File: config.mk
export PLATFORM = sky130hd
export DESIGN_NAME = whp_byte_fetch
export DESIGN_NICKNAME = d
export VERILOG_FILES = /design/src/rtl/whp_pkg.sv /design/src/rtl/whp_byte_fetch.sv
export SDC_FILE = /design/constraint.sdc
export NUM_CORES = 1
export LEC_CHECK = 0
export ABC_AREA = 0
export BUFFER_PORTS_ARGS = -buffer_cell sky130_fd_sc_hd__buf_2
export CAP_MARGIN = 10
export CORE_MARGIN = 1
export CORE_UTILIZATION = 55
export CTS_CLUSTER_SIZE = 30
export DETAILED_ROUTE_END_ITERATION = 12
export GPL_ROUTABILITY_DRIVEN = 0
export PLACE_DENSITY = 0.84
export RECOVER_POWER = 50
export SLEW_MARGIN = 5
export SYNTH_ARGS = -nofsm -noshare
export SYNTH_HDL_FRONTEND = slang
export SYNTH_SLANG_ARGS = --single-unit
File: constraint.sdc
create_clock -name clock -period 5 [get_ports clock]
set_clock_uncertainty 0.05 [all_clocks]
set_input_delay 1 -clock clock [delete_from_list [all_inputs] [get_ports clock]]
set_output_delay 1 -clock clock [all_outputs]
set_load 0.02 [all_outputs]
File: src/rtl/whp_pkg.sv
// Shared types and constants for the WAV header chunk parser.
`timescale 1ns / 1ps
package whp_pkg;

   localparam int WINDOW_BYTES_DEF = 8192;
   localparam int OFFS_W           = 34;

   // Result status codes
   localparam logic [2:0] ST_OK        = 3'd0;
   localparam logic [2:0] ST_NO_RIFF   = 3'd1;
   localparam logic [2:0] ST_NO_WAVE   = 3'd2;
   localparam logic [2:0] ST_NO_FMT    = 3'd3;
   localparam logic [2:0] ST_FMT_LATE  = 3'd4;
   localparam logic [2:0] ST_NOT_PCM   = 3'd5;
   localparam logic [2:0] ST_NO_DATA   = 3'd6;
   localparam logic [2:0] ST_BAD_DEPTH = 3'd7;

   // Tags as little-endian 32-bit words
   localparam logic [31:0] TAG_RIFF = 32'h4646_4952;
   localparam logic [31:0] TAG_WAVE = 32'h4556_4157;
   localparam logic [31:0] TAG_FMT  = 32'h2074_6D66;
   localparam logic [31:0] TAG_DATA = 32'h6174_6164;

   localparam logic [15:0] FMT_PCM  = 16'd1;
   localparam logic [15:0] DEPTH_16 = 16'd16;
   localparam logic [15:0] DEPTH_24 = 16'd24;

   // Last byte index of a fetch
   localparam logic [1:0] LAST_HALF = 2'd1;
   localparam logic [1:0] LAST_WORD = 2'd3;

   typedef enum logic [3:0] {
      PH_LOAD,
      PH_RIFF,
      PH_WAVE,
      PH_FMT_SEEK,
      PH_FMT_HOP,
      PH_FMT_CHECK,
      PH_CHANS,
      PH_RATE,
      PH_DEPTH,
      PH_FMT_LEAVE,
      PH_DATA_SEEK,
      PH_DATA_HOP,
      PH_DATA_SIZE,
      PH_DONE
   } phase_type;

   typedef struct packed {
      logic [7:0] file_byte;
      logic       final_byte;
   } req_type;

   typedef struct packed {
      logic [2:0]  status;
      logic [15:0] channel_count;
      logic [31:0] rate_hz;
      logic        depth_class;
      logic [13:0] data_start;
      logic [32:0] data_stop;
   } rsp_type;

   typedef struct packed {
      logic              start;
      logic [OFFS_W-1:0] base;
      logic [1:0]        last;
   } fetch_req_type;

   typedef struct packed {
      logic        done;
      logic [31:0] value;
   } fetch_rsp_type;

endpackage

File: src/rtl/whp_byte_fetch.sv
// Little-endian multi-byte reader over the window; bytes past the fill read as zero.
`timescale 1ns / 1ps
module whp_byte_fetch #(
   parameter int WINDOW_BYTES = whp_pkg::WINDOW_BYTES_DEF,
   parameter int ADDR_W       = $clog2(WINDOW_BYTES),
   parameter int FILL_W       = $clog2(WINDOW_BYTES + 1)
) (
   input  logic                   clock,
   input  logic                   reset,
   input  whp_pkg::fetch_req_type fetch_req,
   output whp_pkg::fetch_rsp_type fetch_rsp,
   input  logic [FILL_W-1:0]      fill_count,
   output logic                   rd_en,
   output logic [ADDR_W-1:0]      rd_addr,
   input  logic [7:0]             rd_data
);

   localparam int OW = whp_pkg::OFFS_W;

   logic          busy_ff, busy_in;
   logic          wait_ff, wait_in;
   logic          done_ff, done_in;
   logic          hit_ff, hit_in;
   logic [1:0]    idx_ff, idx_in;
   logic [1:0]    last_ff, last_in;
   logic [OW-1:0] base_ff, base_in;
   logic [31:0]   acc_ff, acc_in;
   logic [OW-1:0] addr;
   logic [7:0]    byte_val;

   assign addr     = base_ff + {{(OW-2){1'b0}}, idx_ff};
   assign rd_en    = busy_ff && !wait_ff;
   assign rd_addr  = addr[ADDR_W-1:0];
   assign byte_val = hit_ff ? rd_data : 8'h00;

   always_comb begin
      busy_in = busy_ff;
      wait_in = wait_ff;
      done_in = 1'b0;
      hit_in  = hit_ff;
      idx_in  = idx_ff;
      last_in = last_ff;
      base_in = base_ff;
      acc_in  = acc_ff;
      if (fetch_req.start) begin
         busy_in = 1'b1;
         wait_in = 1'b0;
         idx_in  = 2'd0;
         last_in = fetch_req.last;
         base_in = fetch_req.base;
         acc_in  = 32'h0;
      end else if (busy_ff && !wait_ff) begin
         // fill never exceeds the window, so one compare covers both limits
         hit_in  = addr < {{(OW-FILL_W){1'b0}}, fill_count};
         wait_in = 1'b1;
      end else if (busy_ff) begin
         acc_in[{idx_ff, 3'b000} +: 8] = byte_val;
         wait_in = 1'b0;
         if (idx_ff == last_ff) begin
            busy_in = 1'b0;
            done_in = 1'b1;
         end else begin
            idx_in = idx_ff + 2'd1;
         end
      end
   end

   always_ff @(posedge clock) begin
      if (reset) begin
         busy_ff <= 1'b0;
         wait_ff <= 1'b0;
         done_ff <= 1'b0;
      end else begin
         busy_ff <= busy_in;
         wait_ff <= wait_in;
         done_ff <= done_in;
      end
   end

   always_ff @(posedge clock) begin
      hit_ff  <= hit_in;
      idx_ff  <= idx_in;
      last_ff <= last_in;
      base_ff <= base_in;
      acc_ff  <= acc_in;
   end

   assign fetch_rsp.done  = done_ff;
   assign fetch_rsp.value = acc_ff;

endmodule

==> out/qor.csv <==
metric,value,unit
status,"complete, but fails checks",
failing checks,"max-capacitance violations, max-slew violations",
Worst setup EP type,register,
Iter 0 DRT Violations,136,
area occupied by multi-input gates,0.00167,mm2
register area,0.00185,mm2
synth top area cells,"edfxtp_1 30%, dfxtp_1 20%, a32oi_1 7.7%, ha_1 6.8%, nor2_1 4.8%",
top cell type's share of synthesized area,30.4,%
syn avg cell area,10.9,um2
Final HPWL DP,6060,um
initial antenna violation count,0,
# nets final,524,
CTS-repair resized insts,0,
largest net degree at the start of global routing,40,
# diodes,0,
post-synth cell types,50,
post-synthesis register bit count,74,
largest area contributor in the netlist,edfxtp_1,
reg2reg end,hit_ff$_DFFE_PP_,
TritonCTS clock tree,done,
count of final hold-check violations,0,
routed wire length,8210,um
core box area,0.00639,mm2
setup TNS,0,ns
via count,3022,
die height,83.5,um
Most common cell on crit path,ha_1,
Ports,108,
clk slew on worst S/H paths,0.08,ns
total of max-cap violations,1,
r2r startpoint,idx_ff[0]$_SDFFE_PP0P_,
"Data required, critical path",5.12,ns
CP bufs+invs,0,
fin crit share,73.7,%
Die Area,0.00697,mm2
max incr delay on CP,0.55,ns
fillers,514,
CP startpoint,idx_ff[0]$_SDFFE_PP0P_,
Finish-stage setup viols,0,
H-tree depth,3,
Die W,83.5,um
RSZ-0062 raised after global routing,no,
cell area after synthesis,0.00365,mm2
setup bufs post-CTS,0,
Max Clk Rate,271,MHz
Rows,29,
fin util,68.7,%
GRT Total Usage,24.1,%
Leak,0.00182,uW
Hold WC Path Type,reg2reg,
top cell family by delay on the critical path,simple AND/OR/NAND/NOR gates,
WP data arrival,3.80,ns
worst r2r path cells,13,
Detail Route Antenna Nets,0,
Pre-antenna DRT Iters,4,
CP endpoint,hit_ff$_DFFE_PP_,
Layout area overhead,20.1,%
power per cell area,288,mW/mm2
drt via density,5.77,
syn_nets,418,
hold slack,0.441,ns
first-pass GRT wire length,13400,um
number of global-route vias before repair,2911,
Worst path depth,13,
Final Slew Violations,37,
Clock Sinks,74,
Worst Max-Slew Pin Slew,1.82,ns
Avg WL per Cell,15.7,um
"Critical Path, Cell by Cell","ha_1, fa_1, and4_1, and2_1, and4_2, xor2_1, ha_1, a21o_1, a21oi_1, nand2_1, nor4_1, nand4_1, nor4_2",
"Seq/Total Area, Yosys",50.7,%
flop2flop setup slack,1.31,ns
startpoint types,register,
worst skew pair latency,0.35,ns
initial core utilization,57.2,%
crit-path max FO,8,
Synth warnings,0,
Tmin final,3.69,ns
GR Overflow Total,0,
share of cells above drive strength 1,26.4,%
Residual DRC,0,
count of input and output buffers,107,
CP max-delay cell,dfxtp_1,
Max Root-Sink Buffers,2,
CTS Hold Bufs,0,
critical path class,reg2reg,
Root Buffer,clkbuf_8,
peak supply drop,251,uV
total CTS buffers,9,
Slew Limit Headroom,-21.2,%
Cells after Synth,336,
-- cell type report --
class | count | share of cell area (%)
inverters | 16 | 1.37
flip-flops and latches | 74 | 42.2
clock inverters | 6 | 1.03
well taps | 77 | 2.19
repair buffers | 109 | 12.0
multi-input cells | 232 | 38.1
clock buffers | 10 | 3.14
-- logic make-up after synthesis --
kind of cell    share of synthesized area, %
compound gates                          12.7
xor+xnor                                4.79
fa+ha+maj                               7.40
buf+inv                                 3.53
flops                                   50.7
mux                                     1.27
simple gates                            19.6
-- metrics by stage --
step | cells | total power [uW] | setup slack, ns | area (um2)
after CTS | 524 | 1270 | 1.33 | 4410
after global placement | 508 | 839 | 1.53 | 4230
after global routing | 524 | 1320 | 1.02 | 4390
final | 524 | 1260 | 1.31 | 4390
after detailed placement | 508 | 845 | 1.35 | 4230
after floorplan | 336 | 782 | 1.47 | 3650
-- power breakdown --
part	internal (uW)	switching, uW	total (uW)
Sequential	666	32.3	699
Clock	199	232	431
Combinational	59.1	73.8	133
Total	925	338	1260
-- cell usage in the layout, fill, tap and decap left out, types with 2 or more instances in the layout --
cell	n
a21o_1	3
a21oi_1	6
a32oi_1	32
and2_1	2
and3_1	7
and4_1	6
buf_2	87
buf_4	2
clkbuf_1	20
clkbuf_8	10
dfxtp_1	37
edfxtp_1	37
ha_1	20
inv_1	16
inv_4	3
inv_6	2
mux2i_1	2
nand2_1	14
nand2b_1	2
nand3_1	17
nand4_1	8
nor2_1	47
nor2b_1	4
nor3_1	3
nor3b_1	5
nor4_1	4
nor4_2	3
o21ai_0	4
o31a_1	2
xnor2_1	10
xor2_1	10
-- worst reg2reg max path: stages, from the launching register on --
cell	delay [ns]
dfxtp_1	0.55
ha_1	0.26
fa_1	0.24
and4_1	0.23
and2_1	0.32
and4_2	0.27
xor2_1	0.21
ha_1	0.28
a21o_1	0.16
a21oi_1	0.13
nand2_1	0.06
nor4_1	0.30
nand4_1	0.15
nor4_2	0.30
-- synth_stat cells (all sizes together) --
cell type / n
a211oi: 1
a21o: 3
a21oi: 6
a22oi: 1
a311oi: 1
a32oi: 32
and2: 3
and3: 7
and4: 7
and4bb: 1
buf: 6
clkbuf: 8
dfxtp: 37
edfxtp: 37
fa: 1
ha: 20
inv: 16
mux2: 2
mux2i: 2
nand2: 14
nand2b: 2
nand3: 18
nand4: 8
nor2: 47
nor2b: 4
nor3: 4
nor3b: 6
nor4: 7
nor4b: 1
o2111a: 1
o2111ai: 1
o211ai: 1
o21a: 1
o21ai: 4
o22ai: 2
o311ai: 1
o31a: 2
o31ai: 1
xnor2: 10
xor2: 10
-- state kept, by name (all words and copies together), names as in the netlist --
name / count
base_ff: 34
done_ff: 1
acc_ff: 32
busy_ff: 1
idx_ff: 2
hit_ff: 1
wait_ff: 1
last_ff: 2
-- routing by layer --
layer  global-route usage [%]  vias up  wire length [um]
li1                         -     1483                 -
met1                     30.6     1397              3530
met2                     38.0      131              3740
met3                     9.20       11               821
met4                     8.01        0               119
met5                        0        -                 0
-- how the worst min path moves through the flow --
stage                       startpoint  cells after the start  slack (ns)                       to
5_1_grt        acc_ff[27]$_SDFFE_PP0P_                      2        0.47  acc_ff[27]$_SDFFE_PP0P_
4_1_cts         acc_ff[1]$_SDFFE_PP0P_                      2        0.44   acc_ff[1]$_SDFFE_PP0P_
3_5_place_dp    acc_ff[7]$_SDFFE_PP0P_                      2        0.42   acc_ff[7]$_SDFFE_PP0P_
2_1_floorplan     last_ff[1]$_DFFE_PP_                      3        0.47       done_ff$_SDFF_PP0_
3_3_place_gp   acc_ff[19]$_SDFFE_PP0P_                      2        0.41  acc_ff[19]$_SDFFE_PP0P_
6_report       acc_ff[27]$_SDFFE_PP0P_                      2        0.44  acc_ff[27]$_SDFFE_PP0P_
Power figures use the tool's default switching activity.
