**src/rtl/whp_pkg.sv**
```systemverilog
// Shared types and constants for the WAV header chunk parser.
`timescale 1ns / 1ps
package whp_pkg;

   localparam int WINDOW_BYTES_DEF = 8192;
   localparam int OFFS_W           = 34;

   // Result status codes
   localparam logic [2:0] ST_OK        = 3'd0;
   localparam logic [2:0] ST_NO_RIFF   = 3'd1;
   localparam logic [2:0] ST_NO_WAVE   = 3'd2;
   localparam logic [2:0] ST_NO_FMT    = 3'd3;
   localparam logic [2:0] ST_FMT_LATE  = 3'd4;
   localparam logic [2:0] ST_NOT_PCM   = 3'd5;
   localparam logic [2:0] ST_NO_DATA   = 3'd6;
   localparam logic [2:0] ST_BAD_DEPTH = 3'd7;

   // Tags as little-endian 32-bit words
   localparam logic [31:0] TAG_RIFF = 32'h4646_4952;
   localparam logic [31:0] TAG_WAVE = 32'h4556_4157;
   localparam logic [31:0] TAG_FMT  = 32'h2074_6D66;
   localparam logic [31:0] TAG_DATA = 32'h6174_6164;

   localparam logic [15:0] FMT_PCM  = 16'd1;
   localparam logic [15:0] DEPTH_16 = 16'd16;
   localparam logic [15:0] DEPTH_24 = 16'd24;

   // Last byte index of a fetch
   localparam logic [1:0] LAST_HALF = 2'd1;
   localparam logic [1:0] LAST_WORD = 2'd3;

   typedef enum logic [3:0] {
      PH_LOAD,
      PH_RIFF,
      PH_WAVE,
      PH_FMT_SEEK,
      PH_FMT_HOP,
      PH_FMT_CHECK,
      PH_CHANS,
      PH_RATE,
      PH_DEPTH,
      PH_FMT_LEAVE,
      PH_DATA_SEEK,
      PH_DATA_HOP,
      PH_DATA_SIZE,
      PH_DONE
   } phase_type;

   typedef struct packed {
      logic [7:0] file_byte;
      logic       final_byte;
   } req_type;

   typedef struct packed {
      logic [2:0]  status;
      logic [15:0] channel_count;
      logic [31:0] rate_hz;
      logic        depth_class;
      logic [13:0] data_start;
      logic [32:0] data_stop;
   } rsp_type;

   typedef struct packed {
      logic              start;
      logic [OFFS_W-1:0] base;
      logic [1:0]        last;
   } fetch_req_type;

   typedef struct packed {
      logic        done;
      logic [31:0] value;
   } fetch_rsp_type;

endpackage

```
**src/rtl/whp_walker.sv**
```systemverilog
// Chunk walk sequencer: tag checks, fmt field capture, data chunk search.
`timescale 1ns / 1ps
module whp_walker #(
   parameter int WINDOW_BYTES = whp_pkg::WINDOW_BYTES_DEF
) (
   input  logic                   clock,
   input  logic                   reset,
   input  logic                   go,
   input  logic                   res_take,
   output logic                   busy,
   output logic                   res_valid,
   output whp_pkg::rsp_type       res_data,
   output whp_pkg::fetch_req_type fetch_req,
   input  whp_pkg::fetch_rsp_type fetch_rsp
);

   localparam int OW = whp_pkg::OFFS_W;
   localparam logic [OW-1:0] SEEK_LIMIT = OW'(WINDOW_BYTES - 8);
   localparam logic [OW-1:0] FMT_LIMIT  = OW'(WINDOW_BYTES - 24);

   whp_pkg::phase_type phase_ff, phase_in;
   logic          sent_ff, sent_in;
   logic [OW-1:0] scan_ff, scan_in;
   logic [2:0]    status_ff, status_in;
   logic [15:0]   chans_ff, chans_in;
   logic [31:0]   rate_ff, rate_in;
   logic [15:0]   depth_ff, depth_in;
   logic [13:0]   start_ff, start_in;
   logic [32:0]   stop_ff, stop_in;

   logic          seek_oob;
   logic          fmt_oob;
   logic [31:0]   v;
   logic [OW-1:0] hop;
   logic [OW-1:0] data_begin;
   logic [OW-1:0] data_end;
   logic          depth_ok;

   assign seek_oob   = scan_ff > SEEK_LIMIT;
   assign fmt_oob    = scan_ff > FMT_LIMIT;
   assign v          = fetch_rsp.value;
   assign hop        = scan_ff + {2'b00, v} + OW'(8);
   assign data_begin = scan_ff + OW'(8);
   assign data_end   = data_begin + {2'b00, v};
   assign depth_ok   = (depth_ff == whp_pkg::DEPTH_16) || (depth_ff == whp_pkg::DEPTH_24);

   // next state
   always_comb begin
      phase_in  = phase_ff;
      sent_in   = sent_ff;
      scan_in   = scan_ff;
      status_in = status_ff;
      chans_in  = chans_ff;
      rate_in   = rate_ff;
      depth_in  = depth_ff;
      start_in  = start_ff;
      stop_in   = stop_ff;
      if (fetch_req.start) begin
         sent_in = 1'b1;
      end
      if (fetch_rsp.done) begin
         sent_in = 1'b0;
      end
      case (phase_ff)
         whp_pkg::PH_LOAD: begin
            if (go) begin
               phase_in = whp_pkg::PH_RIFF;
               sent_in  = 1'b0;
            end
         end
         whp_pkg::PH_RIFF: begin
            if (fetch_rsp.done) begin
               if (v == whp_pkg::TAG_RIFF) begin
                  phase_in = whp_pkg::PH_WAVE;
               end else begin
                  status_in = whp_pkg::ST_NO_RIFF;
                  phase_in  = whp_pkg::PH_DONE;
               end
            end
         end
         whp_pkg::PH_WAVE: begin
            if (fetch_rsp.done) begin
               if (v == whp_pkg::TAG_WAVE) begin
                  scan_in  = OW'(12);
                  phase_in = whp_pkg::PH_FMT_SEEK;
               end else begin
                  status_in = whp_pkg::ST_NO_WAVE;
                  phase_in  = whp_pkg::PH_DONE;
               end
            end
         end
         whp_pkg::PH_FMT_SEEK: begin
            if (!sent_ff && seek_oob) begin
               status_in = whp_pkg::ST_NO_FMT;
               phase_in  = whp_pkg::PH_DONE;
            end else if (fetch_rsp.done) begin
               phase_in = (v == whp_pkg::TAG_FMT) ? whp_pkg::PH_FMT_CHECK
                                                  : whp_pkg::PH_FMT_HOP;
            end
         end
         whp_pkg::PH_FMT_HOP: begin
            if (fetch_rsp.done) begin
               scan_in  = hop;
               phase_in = whp_pkg::PH_FMT_SEEK;
            end
         end
         whp_pkg::PH_FMT_CHECK: begin
            if (!sent_ff && fmt_oob) begin
               status_in = whp_pkg::ST_FMT_LATE;
               phase_in  = whp_pkg::PH_DONE;
            end else if (fetch_rsp.done) begin
               if (v[15:0] == whp_pkg::FMT_PCM) begin
                  phase_in = whp_pkg::PH_CHANS;
               end else begin
                  status_in = whp_pkg::ST_NOT_PCM;
                  phase_in  = whp_pkg::PH_DONE;
               end
            end
         end
         whp_pkg::PH_CHANS: begin
            if (fetch_rsp.done) begin
               chans_in = v[15:0];
               phase_in = whp_pkg::PH_RATE;
            end
         end
         whp_pkg::PH_RATE: begin
            if (fetch_rsp.done) begin
               rate_in  = v;
               phase_in = whp_pkg::PH_DEPTH;
            end
         end
         whp_pkg::PH_DEPTH: begin
            if (fetch_rsp.done) begin
               depth_in = v[15:0];
               phase_in = whp_pkg::PH_FMT_LEAVE;
            end
         end
         whp_pkg::PH_FMT_LEAVE: begin
            if (fetch_rsp.done) begin
               scan_in  = hop;
               phase_in = whp_pkg::PH_DATA_SEEK;
            end
         end
         whp_pkg::PH_DATA_SEEK: begin
            if (!sent_ff && seek_oob) begin
               status_in = whp_pkg::ST_NO_DATA;
               phase_in  = whp_pkg::PH_DONE;
            end else if (fetch_rsp.done) begin
               phase_in = (v == whp_pkg::TAG_DATA) ? whp_pkg::PH_DATA_SIZE
                                                   : whp_pkg::PH_DATA_HOP;
            end
         end
         whp_pkg::PH_DATA_HOP: begin
            if (fetch_rsp.done) begin
               scan_in  = hop;
               phase_in = whp_pkg::PH_DATA_SEEK;
            end
         end
         whp_pkg::PH_DATA_SIZE: begin
            if (fetch_rsp.done) begin
               status_in = depth_ok ? whp_pkg::ST_OK : whp_pkg::ST_BAD_DEPTH;
               start_in  = data_begin[13:0];
               stop_in   = data_end[32:0];
               phase_in  = whp_pkg::PH_DONE;
            end
         end
         whp_pkg::PH_DONE: begin
            if (res_take) begin
               phase_in = whp_pkg::PH_LOAD;
            end
         end
         default: begin
            phase_in = whp_pkg::PH_LOAD;
         end
      endcase
   end

   // outputs
   always_comb begin
      fetch_req.start = 1'b0;
      fetch_req.base  = scan_ff;
      fetch_req.last  = whp_pkg::LAST_WORD;
      res_valid       = 1'b0;
      busy            = 1'b1;
      case (phase_ff)
         whp_pkg::PH_LOAD: begin
            busy = 1'b0;
         end
         whp_pkg::PH_RIFF: begin
            fetch_req.start = !sent_ff;
            fetch_req.base  = OW'(0);
         end
         whp_pkg::PH_WAVE: begin
            fetch_req.start = !sent_ff;
            fetch_req.base  = OW'(8);
         end
         whp_pkg::PH_FMT_SEEK, whp_pkg::PH_DATA_SEEK: begin
            fetch_req.start = !sent_ff && !seek_oob;
         end
         whp_pkg::PH_FMT_HOP, whp_pkg::PH_FMT_LEAVE,
         whp_pkg::PH_DATA_HOP, whp_pkg::PH_DATA_SIZE: begin
            fetch_req.start = !sent_ff;
            fetch_req.base  = scan_ff + OW'(4);
         end
         whp_pkg::PH_FMT_CHECK: begin
            fetch_req.start = !sent_ff && !fmt_oob;
            fetch_req.base  = scan_ff + OW'(8);
            fetch_req.last  = whp_pkg::LAST_HALF;
         end
         whp_pkg::PH_CHANS: begin
            fetch_req.start = !sent_ff;
            fetch_req.base  = scan_ff + OW'(10);
            fetch_req.last  = whp_pkg::LAST_HALF;
         end
         whp_pkg::PH_RATE: begin
            fetch_req.start = !sent_ff;
            fetch_req.base  = scan_ff + OW'(12);
         end
         whp_pkg::PH_DEPTH: begin
            fetch_req.start = !sent_ff;
            fetch_req.base  = scan_ff + OW'(22);
            fetch_req.last  = whp_pkg::LAST_HALF;
         end
         whp_pkg::PH_DONE: begin
            res_valid = 1'b1;
         end
         default: begin
            busy = 1'b1;
         end
      endcase
   end

   // error results carry zeros in every other field
   always_comb begin
      res_data = '0;
      res_data.status = status_ff;
      if (status_ff == whp_pkg::ST_OK) begin
         res_data.channel_count = chans_ff;
         res_data.rate_hz       = rate_ff;
         res_data.depth_class   = (depth_ff == whp_pkg::DEPTH_24);
         res_data.data_start    = start_ff;
         res_data.data_stop     = stop_ff;
      end
   end

   always_ff @(posedge clock) begin
      if (reset) begin
         phase_ff <= whp_pkg::PH_LOAD;
         sent_ff  <= 1'b0;
         scan_ff  <= '0;
         chans_ff <= '0;
         rate_ff  <= '0;
      end else begin
         phase_ff <= phase_in;
         sent_ff  <= sent_in;
         scan_ff  <= scan_in;
         chans_ff <= chans_in;
         rate_ff  <= rate_in;
      end
   end

   always_ff @(posedge clock) begin
      status_ff <= status_in;
      depth_ff  <= depth_in;
      start_ff  <= start_in;
      stop_ff   <= stop_in;
   end

endmodule

```
**config.mk**
```make
export PLATFORM = sky130hd
export DESIGN_NAME = whp_walker
export DESIGN_NICKNAME = d
export VERILOG_FILES = /design/src/rtl/whp_pkg.sv /design/src/rtl/whp_walker.sv
export SDC_FILE = /design/constraint.sdc
export NUM_CORES = 1
export LEC_CHECK = 0
export BUFFER_PORTS_ARGS = -buffer_cell sky130_fd_sc_hd__buf_2
export CAP_MARGIN = 40
export CORE_UTILIZATION = 40
export DETAILED_ROUTE_END_ITERATION = 6
export SLEW_MARGIN = 10
export SYNTH_ARGS = -nofsm -noshare
export SYNTH_HDL_FRONTEND = slang
export SYNTH_SLANG_ARGS = --single-unit
```
**constraint.sdc**
```tcl
create_clock -name clock -period 9.85 [get_ports clock]
set_input_delay 1.4775 -clock clock [delete_from_list [all_inputs] [get_ports clock]]
set_output_delay 1.4775 -clock clock [all_outputs]
set_load 0.01 [all_outputs]
```
==> flow_summary.ini <==
[outcome]
run_status = finished, violations left
failed_checks = DRC

[clocking]
total_cts_buffers = 17
cts_tree = yes
htreeDepth = 4
clock_latency_ps = 440
clock_sinks = 153
ctsHoldBuffers = 0
cts.root.buffer_cell = clkbuf_16
ctsLongestPathBuffers = 2
post_cts_resized = 0
worst_setup_hold_path_clk_slew_ps = 80
post-cts-setup-buffers = 0

[critical_path]
cp.arrival_ps = 4400
worstSetupEndpointType = primary output
required_ps = 8370
element_type_at_the_critical_path_start = flip-flop
cp_max_fo = 17
worst-setup-path-type = reg -> out

[routing]
routed-via-count = 12900
detail-route-antenna-nets = 0
detailedRoute.firstIterationViolations = 1467
ratio_of_routed_vias_to_standard_cells = 6.07
detail_route.drc_violations = 14
detail_route.wirelength_mm = 47.9
route.detailed.wl_per_inst_um = 22.6
dr.pass1.iters = 7

[floorplanning]
io-pin-count = 175
area_of_the_die_sq_mm = 0.0323
starting_density_of_the_core_pct = 40.9
horizontal_die_dimension_um = 180
core.rowCount = 64
die_height_um = 180
fp.coreArea_sq_mm = 0.0308

[hold_path]
min-delay-path-class = reg -> reg

[timing]
tightestPinTransition_ps = 912
finalSetupTns_ps = 0
max_slew_margin_pct = 39.1
max_freq_mhz = 170
period_needed_ps = 5870
timing.final.max_slew_violations = 0
report.final.hold_viol_count = 0
timing.clock.skew_ps = 17.8
pnr_worst_setup_slack_ps = 3980
report.final.setup_viol = 0
period_share_pct = 59.6
timing.hold.ws_ps = 450
rsz0062_at_grt = false

[placement]
dp_slack_ps = 4550
dp_hpwl_mm = 35.7
place.gp.congestion = 0.996
port-buffer-count = 173

[power_and_ir_drop]
leak_nw = 6.18
power-per-cell-area_mw_per_mm2 = 196
peakVddDrop_mv = 0.117

[logic_synthesis]
post_synth_instance_area_sq_mm = 0.0126
syn_inst = 1597
async_reset_ff_share_pct = 0
syn_nets = 1739
synth.yosys.seq_area_share_pct = 29.5
post_synth.cell_area_avg_sq_um = 7.90
ys_dominant_reg_cell = dfxtp_1
synth_edf_count = 66
ys_warn_count = 0
synth-seq-cells = 153
synth.distinct_cells = 86

[global_routing]
grt_pass1_vias = 11700
grt_pass1_wl_mm = 71.6
grt.total_usage_pct = 29.1
largest_net_degree_at_the_start_of_global_routing = 97
grt_antenna_before_repair = 2
total_gr_overflow = 0

[finish]
insertedDiodeCount = 0
most_common_cell_after_layout_fill_and_taps_aside = nand2_1
design.final.nets = 1851
layout.cells.most_common_list = nand2_1, buf_2, a21oi_1
finish.utilization_pct = 46.5
layout-area-overhead-vs-synth_pct = 13.7
final_layout_size_suffix_gt1_share_pct = 14.4

[run]
cap_viol_max_count = 0
[state kept, by name (all words and copies together) (netlist names)]
signal,flops
start_ff,14
phase_ff,4
scan_ff,34
depth_ff,16
chans_ff,16
stop_ff,33
status_ff,3
sent_ff,1
rate_ff,32
[critical path: stages (launching register included)]
cell	delay, ps
dfxtp_1	710
inv_1	230
nor2_1	420
nand2_1	230
ha_1	380
a21oi_1	110
o21bai_1	430
and3_1	330
nor2b_1	290
nand4_1	150
xnor2_1	160
a221o_1	360
buf_2	140
[final timing paths]
path	start	endpoint	slack, ps	depth (start not counted)
setup / recovery	phase_ff[3]	fetch_req[32]	3980	12
hold / removal	rate_ff[8]	rate_ff[8]	450	2
setup reg to reg	scan_ff[5]	stop_ff[31]	5180	13
hold reg to reg	rate_ff[8]	rate_ff[8]	450	2
[synthesized netlist by cell type (all sizes together) (5+ instances only)]
| master | instances | area, sq um |
|---|---|---|
| buf | 17 | 91.3 |
| a21boi | 5 | 37.5 |
| a211oi | 12 | 95.1 |
| nor3 | 35 | 175 |
| a221o | 5 | 50.1 |
| a221oi | 6 | 58.8 |
| edfxtp | 66 | 1980 |
| nor4 | 15 | 93.8 |
| nand3 | 44 | 220 |
| a31oi | 15 | 93.8 |
| a21o | 38 | 285 |
| or3 | 6 | 37.5 |
| o31ai | 11 | 82.6 |
| ha | 99 | 1240 |
| o21bai | 7 | 52.6 |
| nand4 | 29 | 196 |
| o21ai | 93 | 465 |
| and3 | 27 | 169 |
| nor2b | 18 | 113 |
| o221ai | 12 | 105 |
| o21a | 16 | 120 |
| nand2b | 10 | 62.6 |
| a22o | 6 | 52.6 |
| a22oi | 14 | 105 |
| o41ai | 6 | 52.6 |
| and2 | 107 | 669 |
| a21oi | 151 | 767 |
| nand2 | 214 | 803 |
| xnor2 | 50 | 438 |
| xor2 | 42 | 368 |
| dfxtp | 87 | 1740 |
| inv | 40 | 150 |
| o211ai | 8 | 60.1 |
| nor2 | 114 | 435 |
| and4 | 5 | 43.8 |
| o22ai | 13 | 81.3 |
| clkbuf | 79 | 297 |
| fa | 6 | 120 |
[through the flow]
step	instance area [sq um]	power (W)	std cells
after detailed placement	13800	0.00211	2086
final	14400	0.00281	2118
after CTS	14400	0.00279	2118
after floorplan	12600	0.00166	1597
after global placement	13700	0.00211	2082
after global routing	14400	0.00295	2118
[layer usage]
layer / up-vias / track usage (%) / wire length (um)
met5: - / 0 / 9
met4: 2 / 15.0 / 2340
met3: 118 / 5.94 / 4710
met2: 673 / 43.9 / 20400
met1: 6052 / 39.2 / 20500
li1: 6016 / - / -
[kinds of logic after synthesis]
family	Yosys count	synth area share (%)
other cells	1	0.0297
fa+ha+maj	106	10.9
xor+xnor	92	6.38
flops	153	29.5
buf+inv	137	4.29
mux	4	0.327
simple gates	648	25.5
compound gates	456	23.1
[where the power goes]
part           internal, W  switching [W]  leakage [nW]
clock network     0.000354       0.000322         0.294
registers         0.000720      0.0000925          1.31
logic             0.000452       0.000871          4.58
[area by class of cell]
class / count / area (sq um)
Clock buffer: 18 / 450
Clock inverter: 14 / 145
Sequential cell: 153 / 3720
Timing Repair Buffer: 189 / 1010
Tap cell: 396 / 495
Multi-Input combinational cell: 1307 / 8370
Fill cell: 3083 / 16500
Inverter: 41 / 154
Note: power is estimated with default switching activity, not from simulation.
